===== config.mk =====
export PLATFORM = sky130hd
export DESIGN_NAME = akf_mac
export DESIGN_NICKNAME = d
export VERILOG_FILES = /design/src/hdl/akf_pkg.sv /design/src/hdl/akf_mac.sv
export SDC_FILE = /design/constraint.sdc
export NUM_CORES = 2
export LEC_CHECK = 0
export BUFFER_PORTS_ARGS = -buffer_cell sky130_fd_sc_hd__buf_2
export CAP_MARGIN = 0
export CORE_MARGIN = 4
export CORE_UTILIZATION = 25
export CTS_CLUSTER_SIZE = 14
export DETAILED_ROUTE_END_ITERATION = 10
export PLACE_DENSITY = 0.52
export SETUP_SLACK_MARGIN = 0.4
export SLEW_MARGIN = 5
export SYNTH_ARGS = -nofsm -noshare
export SYNTH_HDL_FRONTEND = slang
export SYNTH_SLANG_ARGS = --single-unit

===== constraint.sdc =====
create_clock -name akf_clk -period 15.4 [get_ports akf_clk]
set_input_delay 3.08 -clock akf_clk [delete_from_list [all_inputs] [get_ports akf_clk]]
set_output_delay 3.08 -clock akf_clk [all_outputs]
set_load 0.005 [all_outputs]

===== src/hdl/akf_pkg.sv =====
package akf_pkg;

    localparam int FRAC_BITS = 20;
    localparam int DATA_W = 32;
    localparam int CFG_W = 31;
    localparam int ADDR_W = 2;

    localparam logic signed [DATA_W-1:0] MAX_VAL = {1'b0, {(DATA_W-1){1'b1}}};
    localparam logic signed [DATA_W-1:0] MIN_VAL = {1'b1, {(DATA_W-1){1'b0}}};
    localparam logic signed [DATA_W-1:0] ONE_FX = DATA_W'(64'sd1 <<< FRAC_BITS);

    localparam logic [CFG_W-1:0] ANGLE_NOISE_RST =
        CFG_W'(((64'd1 << FRAC_BITS) + 64'd500) / 64'd1000);
    localparam logic [CFG_W-1:0] BIAS_NOISE_RST =
        CFG_W'(((64'd3 << FRAC_BITS) + 64'd500) / 64'd1000);
    localparam logic [CFG_W-1:0] MEASURE_NOISE_RST = CFG_W'((64'd1 << FRAC_BITS) / 64'd2);
    localparam logic [CFG_W-1:0] TIME_STEP_RST =
        CFG_W'(((64'd5 << FRAC_BITS) + 64'd500) / 64'd1000);

    localparam logic [ADDR_W-1:0] REG_ANGLE_NOISE = 2'd0;
    localparam logic [ADDR_W-1:0] REG_BIAS_NOISE = 2'd1;
    localparam logic [ADDR_W-1:0] REG_MEASURE_NOISE = 2'd2;
    localparam logic [ADDR_W-1:0] REG_TIME_STEP = 2'd3;

    // divider: 64-bit dividend magnitude, one quotient bit per cycle
    localparam int DIV_STEPS = 64;
    localparam int DIV_CNT_W = 7;

    typedef struct packed {
        logic start;
        logic signed [DATA_W-1:0] num;
        logic signed [DATA_W-1:0] den;
    } div_req_t;

    typedef struct packed {
        logic busy;
        logic done;
        logic signed [DATA_W-1:0] quot;
    } div_rsp_t;

    function automatic logic signed [DATA_W-1:0] sat(input logic signed [DATA_W+1:0] v);
        if (v > (DATA_W+2)'(MAX_VAL)) begin
            return MAX_VAL;
        end else if (v < (DATA_W+2)'(MIN_VAL)) begin
            return MIN_VAL;
        end
        return v[DATA_W-1:0];
    endfunction

endpackage


===== src/hdl/akf_mac.sv =====
// Shared fixed-point unit: sat(acc + sgn * round(a*b >> F)), one registered result.
module akf_mac (
    input  logic                               akf_clk,
    input  logic signed [akf_pkg::DATA_W-1:0]  op_a,
    input  logic signed [akf_pkg::DATA_W-1:0]  op_b,
    input  logic signed [akf_pkg::DATA_W-1:0]  op_acc,
    input  logic                               op_sub,
    output logic signed [akf_pkg::DATA_W-1:0]  res
);
    localparam int W = akf_pkg::DATA_W;

    logic signed [W-1:0]   res_reg, res_next;
    logic signed [2*W-1:0] prod;
    logic signed [2*W-1:0] rnd;
    logic signed [2*W-1:0] shf;
    logic signed [W-1:0]   pm;
    logic signed [W+1:0]   sum;

    always_comb begin
        prod = op_a * op_b;
        rnd = prod + (64'sd1 <<< (akf_pkg::FRAC_BITS - 1));
        shf = rnd >>> akf_pkg::FRAC_BITS;
        if (shf > 64'sd2147483647) begin
            pm = akf_pkg::MAX_VAL;
        end else if (shf < -64'sd2147483648) begin
            pm = akf_pkg::MIN_VAL;
        end else begin
            pm = shf[W-1:0];
        end
        sum = op_sub ? (W+2)'(op_acc) - (W+2)'(pm) : (W+2)'(op_acc) + (W+2)'(pm);
        res_next = akf_pkg::sat(sum);
    end

    always_ff @(posedge akf_clk) begin
        res_reg <= res_next;
    end

    assign res = res_reg;
endmodule


==> qor.yml <==
timing:
  fmax_mhz: 65.8
  period_needed_ps: 15200
  hold_viol: 0
  fin_crit_sh_pct: 98.7
  setup_ws_ps: 197
  slew-limit-headroom_pct: 36.6
  setup_viol_count_final: 0
  tightest_slew_ps: 939
  maxSlewViolCount: 0
  grt_setup_unrepaired: "true"
synth:
  avgSynthCellArea_um2: 8.92
  syn_area_um2: 41100
  synthCells: 4608
  synth.distinct_cells: 92
  synth_edf_count: 0
  synth_nets: 6001
  synth_area_leaders: "fa_1, inv_1, and2_1, ha_1, nand2_1"
  synth.largest_area_cell: "fa_1"
  ys_seq_area_share_pct: 1.56
  synth_ff_type: "dfxtp_1"
  ys_async_sr_fraction_pct: 0
  synth_top_area_share_pct: 52.7
  yosysMostFrequentCell: "fa_1"
  ys_warn_count: 0
  synth.top_cells.by_count: "fa_1, inv_1, nand2_1, and2_1, clkbuf_1"
  synth_seq_cells: 32
clock_network:
  cts_tree: "done"
  postCtsHoldBufs: 0
  cts_buffers: 5
  cts_sinks: 32
  htree_levels: 2
  clockBufferDepth: 2
  clockRootBuffer: "clkbuf_16"
  clkTransAtPathRegs_ps: 50
global_route:
  grt_max_degree: 48
  grt_pass1_wl_mm: 208
  grt_pass1_vias: 37200
  grt_use_total_pct: 15.3
  antenna_found_initial: 4
  grt_overflow: 0
final_layout:
  syn_to_final_growth_pct: 26.2
  largest_reg_flops: 32
  design_area_um2: 51900
  drive_above_1_share_pct: 21.9
  nets: 6644
  fillers: 17100
detailed_routing:
  drt-pass1-iter-count: 5
  drc_errors: 0
  wl_per_cell_um: 17.1
  viasPerCell: 4.47
  wl_mm: 127
  drtIter0Drc: 1466
  routed-via-count: 33200
  ant_nets: 0
worst_hold_path:
  holdPathEnd: "res[0]"
  hold_path.class: "in2reg"
  hold_depth: 4
  min-delay-start: "op_acc[0]"
critical_path:
  crit_path_start_kind: "input pin"
  crit_path_max_fanout: 20
  crit_path_max_incr_delay_ps: 620
  arrival_ps: 15370
  critical_path.top_delay_family: "adder cells"
  required_ps: 15570
  cp-end-kind: "flop"
  path_buf_inv: 13
  critPathKind: "in2reg"
  crit_slowest_cell: "fa_2"
  crit_path_frequent_cell: "fa_1"
floorplan:
  ios: 130
  rows: 148
  die-area_um2: 171000
  core_region_area_um2: 163000
  die_y_um: 414
  fp.dieW_um: 414
  start_util_pct: 25.2
place:
  dp_hpwl_mm: 113
  dpl_cell_area_um2: 49400
  gp_congestion: 0.885
  pre_cts_ws_ps: -710
  io_buffers: 129
outcome:
  outcome: "completed"
run:
  cap_violations: 0
## layer usage
metal  part of all wire [%]  wire [um]  GRT usage [%]
met5                  0.010         13              0
met4                    1.6       2090           2.14
met3                    3.6       4550           1.24
met2                     50      63400           26.9
met1                     45      57300           21.1
## layout make-up
| type | instances | area (um^2) | share of cell area (%) |
|---|---|---|---|
| antenna | 2 | 5.00 | 0.00964 |
| inverter | 963 | 3620 | 6.98 |
| tap | 2175 | 2720 | 5.24 |
| clock buffer | 6 | 129 | 0.248 |
| multi-input combinational | 3372 | 37300 | 71.8 |
| sequential | 32 | 641 | 1.23 |
| clock inverter | 2 | 35.0 | 0.0675 |
| timing repair buffer | 877 | 7480 | 14.4 |
## metrics by stage
step	cells	TNS, ps	hold slack, ps	util (%)
floorplan	4608	0	3340	-
global placement	7320	-14610	3470	30.3
detailed placement	7320	-19920	3450	30.3
CTS	7392	0	3330	31.2
global route	7427	-11930	3360	31.8
finish	7429	0	3340	31.8
## kinds of logic (layout without fill, tap and decap cells)
logic type | Yosys count | in the layout | share of synthesized area (%)
and+or+nand+nor | 1465 | 1465 | 17.8
DFF | 32 | 32 | 1.56
xor gates and xnor gates | 78 | 78 | 1.68
other | 0 | 2 | 0
muxes | 14 | 14 | 0.356
buffers and inverters | 1204 | 1848 | 11.1
AOI/OAI and AO/OA | 520 | 520 | 8.34
adders and majority gates | 1295 | 1295 | 59.2
## cell usage in the layout (no fill, tap or decap), types with 33 or more instances in the layout
cell / synthesis / layout
a21oi_1: 142 / 110
and2_1: 527 / 523
buf_12: 0 / 67
buf_2: 18 / 98
buf_4: 1 / 663
buf_6: 2 / 37
fa_1: 1083 / 1059
ha_1: 212 / 184
inv_1: 962 / 951
nand2_1: 616 / 599
nand4_1: 36 / 36
nor2_1: 122 / 112
nor3_1: 39 / 33
o21ai_0: 130 / 84
xnor2_1: 46 / 42
## how the worst max path moves through the flow
stage	startpoint	to	slack, ps	cells after the start
4_1_cts	op_a[31]	res[2]	240	57
2_1_floorplan	op_a[31]	res[24]	210	58
3_3_place_gp	op_b[9]	res[4]	-550	56
6_report	op_a[16]	res[17]	200	57
3_5_place_dp	op_b[9]	res[2]	-710	56
5_1_grt	op_a[31]	res[14]	-420	63
## what timing repair did
| item | 4_1_cts | 5_1_grt |
|---|---|---|
| endpoints found under the setup margin | 32 | 32 |
| hold endpoints to repair | 0 | 0 |
| setup buffers | 58 | 33 |
| pin swaps | 65 | 77 |
| gates resized for setup | 191 | 149 |
| gates cloned | 6 | 2 |
Power is left out: the tool's default activity adds up to more than one toggle a clock period on the data nets, which glitch-free logic cannot reach.
