File: src/hdl/akf_pkg.sv
package akf_pkg;

    localparam int FRAC_BITS = 20;
    localparam int DATA_W = 32;
    localparam int CFG_W = 31;
    localparam int ADDR_W = 2;

    localparam logic signed [DATA_W-1:0] MAX_VAL = {1'b0, {(DATA_W-1){1'b1}}};
    localparam logic signed [DATA_W-1:0] MIN_VAL = {1'b1, {(DATA_W-1){1'b0}}};
    localparam logic signed [DATA_W-1:0] ONE_FX = DATA_W'(64'sd1 <<< FRAC_BITS);

    localparam logic [CFG_W-1:0] ANGLE_NOISE_RST =
        CFG_W'(((64'd1 << FRAC_BITS) + 64'd500) / 64'd1000);
    localparam logic [CFG_W-1:0] BIAS_NOISE_RST =
        CFG_W'(((64'd3 << FRAC_BITS) + 64'd500) / 64'd1000);
    localparam logic [CFG_W-1:0] MEASURE_NOISE_RST = CFG_W'((64'd1 << FRAC_BITS) / 64'd2);
    localparam logic [CFG_W-1:0] TIME_STEP_RST =
        CFG_W'(((64'd5 << FRAC_BITS) + 64'd500) / 64'd1000);

    localparam logic [ADDR_W-1:0] REG_ANGLE_NOISE = 2'd0;
    localparam logic [ADDR_W-1:0] REG_BIAS_NOISE = 2'd1;
    localparam logic [ADDR_W-1:0] REG_MEASURE_NOISE = 2'd2;
    localparam logic [ADDR_W-1:0] REG_TIME_STEP = 2'd3;

    // divider: 64-bit dividend magnitude, one quotient bit per cycle
    localparam int DIV_STEPS = 64;
    localparam int DIV_CNT_W = 7;

    typedef struct packed {
        logic start;
        logic signed [DATA_W-1:0] num;
        logic signed [DATA_W-1:0] den;
    } div_req_t;

    typedef struct packed {
        logic busy;
        logic done;
        logic signed [DATA_W-1:0] quot;
    } div_rsp_t;

    function automatic logic signed [DATA_W-1:0] sat(input logic signed [DATA_W+1:0] v);
        if (v > (DATA_W+2)'(MAX_VAL)) begin
            return MAX_VAL;
        end else if (v < (DATA_W+2)'(MIN_VAL)) begin
            return MIN_VAL;
        end
        return v[DATA_W-1:0];
    endfunction

endpackage

File: src/hdl/akf_div.sv
// Signed fixed-point divide: sat((num << FRAC_BITS) / den), truncated toward zero.
// Restoring, one quotient bit per cycle; a zero divisor returns a zero quotient.
module akf_div (
    input  logic                akf_clk,
    input  logic                akf_rstn,
    input  akf_pkg::div_req_t   req,
    output akf_pkg::div_rsp_t   rsp
);
    localparam int W = akf_pkg::DATA_W;

    logic [63:0]                     dvd_reg, dvd_next;
    logic [W:0]                      rem_reg, rem_next;
    logic [W-1:0]                    dsr_reg, dsr_next;
    logic                            neg_reg, neg_next;
    logic [akf_pkg::DIV_CNT_W-1:0]   cnt_reg, cnt_next;
    logic                            busy_reg, busy_next;
    logic                            done_reg, done_next;
    logic signed [W-1:0]             quot_reg, quot_next;

    logic [63:0]     num_mag;
    logic [W+1:0]    trial;
    logic [W:0]      shifted;
    logic [64:0]     q_signed;

    always_comb begin
        logic signed [63:0] num_ext;
        num_ext = 64'(signed'(req.num)) <<< akf_pkg::FRAC_BITS;
        num_mag = num_ext[63] ? 64'(-num_ext) : 64'(num_ext);
        shifted = {rem_reg[W-1:0], dvd_reg[63]};
        trial = {1'b0, shifted} - {2'b00, dsr_reg};
        q_signed = neg_reg ? 65'(-{1'b0, dvd_reg}) : {1'b0, dvd_reg};
    end

    always_comb begin
        dvd_next = dvd_reg;
        rem_next = rem_reg;
        dsr_next = dsr_reg;
        neg_next = neg_reg;
        cnt_next = cnt_reg;
        busy_next = busy_reg;
        done_next = 1'b0;
        quot_next = quot_reg;
        if (req.start) begin
            dvd_next = num_mag;
            rem_next = '0;
            dsr_next = req.den[W-1] ? W'(-req.den) : req.den;
            neg_next = req.num[W-1] ^ req.den[W-1];
            cnt_next = '0;
            busy_next = (req.den != '0);
            done_next = (req.den == '0);
            quot_next = '0;
        end else if (busy_reg) begin
            if (!trial[W+1]) begin
                rem_next = trial[W:0];
                dvd_next = {dvd_reg[62:0], 1'b1};
            end else begin
                rem_next = shifted;
                dvd_next = {dvd_reg[62:0], 1'b0};
            end
            cnt_next = cnt_reg + 1'b1;
            if (cnt_reg == akf_pkg::DIV_CNT_W'(akf_pkg::DIV_STEPS - 1)) begin
                busy_next = 1'b0;
            end
        end else if (cnt_reg == akf_pkg::DIV_CNT_W'(akf_pkg::DIV_STEPS)) begin
            // final sign and saturate
            if ($signed(q_signed) > 65'sd2147483647) begin
                quot_next = akf_pkg::MAX_VAL;
            end else if ($signed(q_signed) < -65'sd2147483648) begin
                quot_next = akf_pkg::MIN_VAL;
            end else begin
                quot_next = q_signed[W-1:0];
            end
            done_next = 1'b1;
            cnt_next = '0;
        end
    end

    always_ff @(posedge akf_clk) begin
        if (!akf_rstn) begin
            busy_reg <= 1'b0;
            done_reg <= 1'b0;
            cnt_reg <= '0;
        end else begin
            busy_reg <= busy_next;
            done_reg <= done_next;
            cnt_reg <= cnt_next;
        end
        dvd_reg <= dvd_next;
        rem_reg <= rem_next;
        dsr_reg <= dsr_next;
        neg_reg <= neg_next;
        quot_reg <= quot_next;
    end

    assign rsp.busy = busy_reg;
    assign rsp.done = done_reg;
    assign rsp.quot = quot_reg;

`ifndef SYNTHESIS
    a_start_idle: assert property (@(posedge akf_clk) disable iff (!akf_rstn)
        req.start |-> !busy_reg)
        else $error("divider started while busy");
    a_done_one: assert property (@(posedge akf_clk) disable iff (!akf_rstn)
        done_reg |-> !busy_reg)
        else $error("divider done while busy");
    a_cnt_range: assert property (@(posedge akf_clk) disable iff (!akf_rstn)
        cnt_reg <= akf_pkg::DIV_CNT_W'(akf_pkg::DIV_STEPS))
        else $error("divider step count out of range");
`endif
endmodule

File: config.mk
export PLATFORM = sky130hd
export DESIGN_NAME = akf_div
export DESIGN_NICKNAME = d
export VERILOG_FILES = /design/src/hdl/akf_pkg.sv /design/src/hdl/akf_div.sv
export SDC_FILE = /design/constraint.sdc
export NUM_CORES = 1
export LEC_CHECK = 0
export BUFFER_PORTS_ARGS = -buffer_cell sky130_fd_sc_hd__buf_2
export CORE_MARGIN = 1.5
export CORE_UTILIZATION = 40
export CTS_CLUSTER_DIAMETER = 60
export DETAILED_ROUTE_END_ITERATION = 10
export PLACE_DENSITY_LB_ADDON = 0.3
export SETUP_SLACK_MARGIN = 0.4
export SKIP_CTS_REPAIR_TIMING = 1
export SYNTH_ARGS = -nofsm -noshare
export SYNTH_HDL_FRONTEND = slang
export SYNTH_SLANG_ARGS = --single-unit
File: constraint.sdc
create_clock -name akf_clk -period 7.7 [get_ports akf_clk]
set_input_delay 1.155 -clock akf_clk [delete_from_list [all_inputs] [get_ports akf_clk]]
set_output_delay 1.155 -clock akf_clk [all_outputs]
set_load 0.01 [all_outputs]
==> metrics.md <==
| Metric | Value |
|---|---|
| Drt first-iter violations | `678` |
| Final setup viols | `0` |
| Routed len/inst | `15.8 um` |
| Area of the mapped netlist | `0.0116 mm^2` |
| Vias/cell | `5.50` |
| Sw frac | `0.324` |
| Non-filler instance count after layout | `1760` |
| Die width | `174 um` |
| Setup TNS | `0 ns` |
| Worst-skew pair later-pin latency | `0.44 ns` |
| H-tree Lvls | `4` |
| WP data arrival | `4.81 ns` |
| RD Place Congestion | `0.898` |
| First-pass GRT wire length | `46700 um` |
| Main synth FF type | `edfxtp_1` |
| I/O pins | `101` |
| Met2 Use GR | `0.318` |
| Crit. Startpoint | `dvd_reg[40]` |
| Layout cells sized above 1 | `0.148` |
| Core footprint | `0.0287 mm^2` |
| DIE AREA | `0.0302 mm^2` |
| R2R cell count | `11` |
| Slew of the pin with the lowest slew margin | `0.940 ns` |
| Wirelength, routed | `27800 um` |
| Fin crit period | `4.47 ns` |
| Post-synth EDFFs | `97` |
| RSZ-0062 raised after global routing | `false` |
| Fmax | `224 MHz` |
| Seq pwr share | `0.430` |
| Fin crit share | `0.580` |
| Fin. max-slew vios | `0` |
| R2r setup slk | `3.23 ns` |
| P&R area growth vs syn | `12.1%` |
| Fill cell count | `2836` |
| GRT Max-Usage Layer | `met2` |
| Post-DRT Antenna Nets | `0` |
| TritonCTS clock tree | `yes` |
| Initial antenna violation count | `0` |
| Port Buffer Count | `100` |
| Clock Power Share | `0.345` |
| Worst EP required | `8.04 ns` |
| Hpwl dp | `19800 um` |
| Post-synthesis sequential area ratio | `0.375` |
| Critical path capture point type | `flip-flop` |
| Post-synthesis net count | `1407` |
| Number of global-route vias before repair | `9191` |
| Maximum VDD drop | `0.123 mV` |
| Clock Skew | `0.0167 ns` |
| Multi-input logic area | `0.00677 mm^2` |
| Worst hold margin | `0.479 ns` |
| Power Internal | `1.76 mW` |
| Final worst slack | `3.23 ns` |
| Met3 Use GR | `0.0327` |
| Overall routing resource usage | `0.188` |
| Status | `finished clean` |
| M1 GR Usage | `0.253` |
| Hold path start | `quot_reg[31]` |
| Fin nets | `1468` |
| FF/Latch Area | `0.00438 mm^2` |
| Largest net degree at the start of global routing | `70` |
| Max reg flops | `64` |
| Async SR Flop Fraction | `0` |
| Fin area | `0.0131 mm^2` |
| Leakage | `4.88 nW` |
| First-pass DRT Iterations | `5` |
| Longest Clk Path Bufs | `2` |
| CTS buffer count | `17` |
| Yosys Warn Count | `0` |
| Worst Path Max Fanout | `31` |
| Post-DP Area | `0.0124 mm^2` |
| CP Class | `reg2reg` |
| Die Ht | `174 um` |
| Final Hold Vio Count | `0` |
| FF+latch count, synth | `170` |
| Max_cap viols | `0` |
| Rel. slew slack | `0.357` |
| PwrDens | `199 mW/mm^2` |
| Clock-pin slew on the worst setup and hold paths | `0.08 ns` |
| Grt ovf | `0` |
| Hold WC Path Type | `reg2reg` |
| Cell count after placement | `1728` |
| Diode count | `0` |
| Sinks on Clock Net | `170` |
| Worst r2r src | `dvd_reg[40]` |
| # DRC | `0` |
| Vias | `9688` |
| Starting utilization of the core area | `0.406` |
| Comb pwr share | `0.225` |
| Dpl ws | `3.29 ns` |
| Core Rows | `62` |
| Root Buffer | `clkbuf_16` |
| Syn Area/Cell | `8.95 um^2` |
| Synth Instances | `1302` |
| CP Launch Type | `flip-flop` |
| Number of distinct library cells after synthesis | `70` |
| Cells on Worst Hold Path | `2` |
| Sw Pwr | `842 uW` |
## cell type report
type                       instances  share of cell area
clock buffer                      18              0.0336
clock inverter                    14              0.0133
inverter                          61              0.0175
multi-input combinational       1002               0.519
timing repair buffer             111              0.0448
sequential                       170               0.335
tap                              384              0.0368
## logic make-up after synthesis
kind of cell / synth area share
buf+inv: 0.0461
mux: 0.0180
flops: 0.375
xor+xnor: 0.109
fa+ha+maj: 0.0415
simple gates: 0.208
compound gates: 0.201
## worst max-delay path, cell delays in order (launching register included)
cell and delay (ns):
edfxtp_1 0.53, or3_1 0.43, nor4_1 0.52, and3_1 0.36
nand3_1 0.27, or4_1 0.57, o31ai_1 0.08, a32oi_1 0.08
a2111oi_0 0.83, a21oi_4 0.08, buf_4 0.32, o32ai_1 0.31
## synthesized netlist by cell type (all sizes together), types with 2 or more instances
library cell | number | area share
xnor2 | 65 | 0.049
mux2 | 8 | 0.0077
and3 | 9 | 0.0048
mux2i | 12 | 0.010
a211oi | 28 | 0.018
o2111ai | 3 | 0.0023
nand2 | 105 | 0.034
a2111oi | 3 | 0.0023
a21o | 10 | 0.0064
nor2 | 123 | 0.040
o32ai | 23 | 0.031
inv | 61 | 0.020
a21boi | 3 | 0.0019
or4 | 21 | 0.015
nand4b | 7 | 0.0053
nor4b | 3 | 0.0028
o21a | 7 | 0.0045
nand2b | 37 | 0.020
nor4 | 23 | 0.015
edfxtp | 97 | 0.25
or3 | 22 | 0.012
a311oi | 3 | 0.0023
clkbuf | 56 | 0.018
xor2 | 80 | 0.060
a21oi | 61 | 0.027
o211ai | 9 | 0.0058
ha | 37 | 0.040
o22ai | 10 | 0.0054
a41oi | 4 | 0.0030
o21ai | 95 | 0.041
buf | 13 | 0.0084
o31ai | 36 | 0.023
o41ai | 17 | 0.013
nand3 | 23 | 0.0099
nor2b | 34 | 0.018
a32oi | 5 | 0.0038
or2 | 12 | 0.0067
o21bai | 2 | 0.0013
nand3b | 6 | 0.0039
dfxtp | 73 | 0.13
a31oi | 4 | 0.0021
nand4 | 13 | 0.0070
nor3 | 24 | 0.011
## path summary, 6_finish.rpt
path	end
worst min register to register	quot_reg[31]
worst min-delay path	quot_reg[31]
worst max register to register	quot_reg[23]
worst max-delay path	quot_reg[23]
## metrics by stage
stage / util / total power [mW]
2_1_floorplan: - / 1.56
3_3_place_gp: 0.434 / 1.71
3_5_place_dp: 0.434 / 1.72
4_1_cts: 0.455 / 2.62
5_1_grt: 0.455 / 2.74
6_report: 0.455 / 2.60
## layout by cell type (no fill, tap or decap), types with 17 or more instances in the layout
| cell type | Yosys | final |
|---|---|---|
| a211oi_1 | 28 | 28 |
| a21oi_1 | 60 | 60 |
| buf_2 | 0 | 99 |
| clkbuf_16 | 0 | 17 |
| dfxtp_1 | 73 | 72 |
| edfxtp_1 | 97 | 97 |
| ha_1 | 37 | 37 |
| inv_1 | 61 | 61 |
| nand2_1 | 105 | 104 |
| nand2b_1 | 37 | 37 |
| nand3_1 | 23 | 23 |
| nor2_1 | 123 | 123 |
| nor2b_1 | 34 | 34 |
| nor3_1 | 23 | 23 |
| nor4_1 | 20 | 19 |
| o21ai_0 | 94 | 94 |
| o31ai_1 | 36 | 36 |
| o32ai_2 | 22 | 22 |
| o41ai_1 | 17 | 17 |
| or3_1 | 21 | 21 |
| xnor2_1 | 65 | 65 |
| xor2_1 | 80 | 80 |
## power by group through the flow
| stage | Clock [mW] | Sequential (mW) | Combinational [mW] |
|---|---|---|---|
| CTS | 0.916 | 1.12 | 0.585 |
| global route | 0.948 | 1.13 | 0.658 |
| finish | 0.895 | 1.12 | 0.585 |
| floorplan | 0 | 1.11 | 0.452 |
| global placement | 0 | 1.14 | 0.575 |
| detailed placement | 0 | 1.14 | 0.580 |
## per-layer routing
layer	vias to the layer above	share of wire	wire length [um]
met3	25	0.036	1000
met2	195	0.47	13100
met1	4565	0.48	13400
met5	-	0	0
met4	0	0.010	280
li1	4903	-	-
Note: power is estimated with default switching activity, not from simulation.
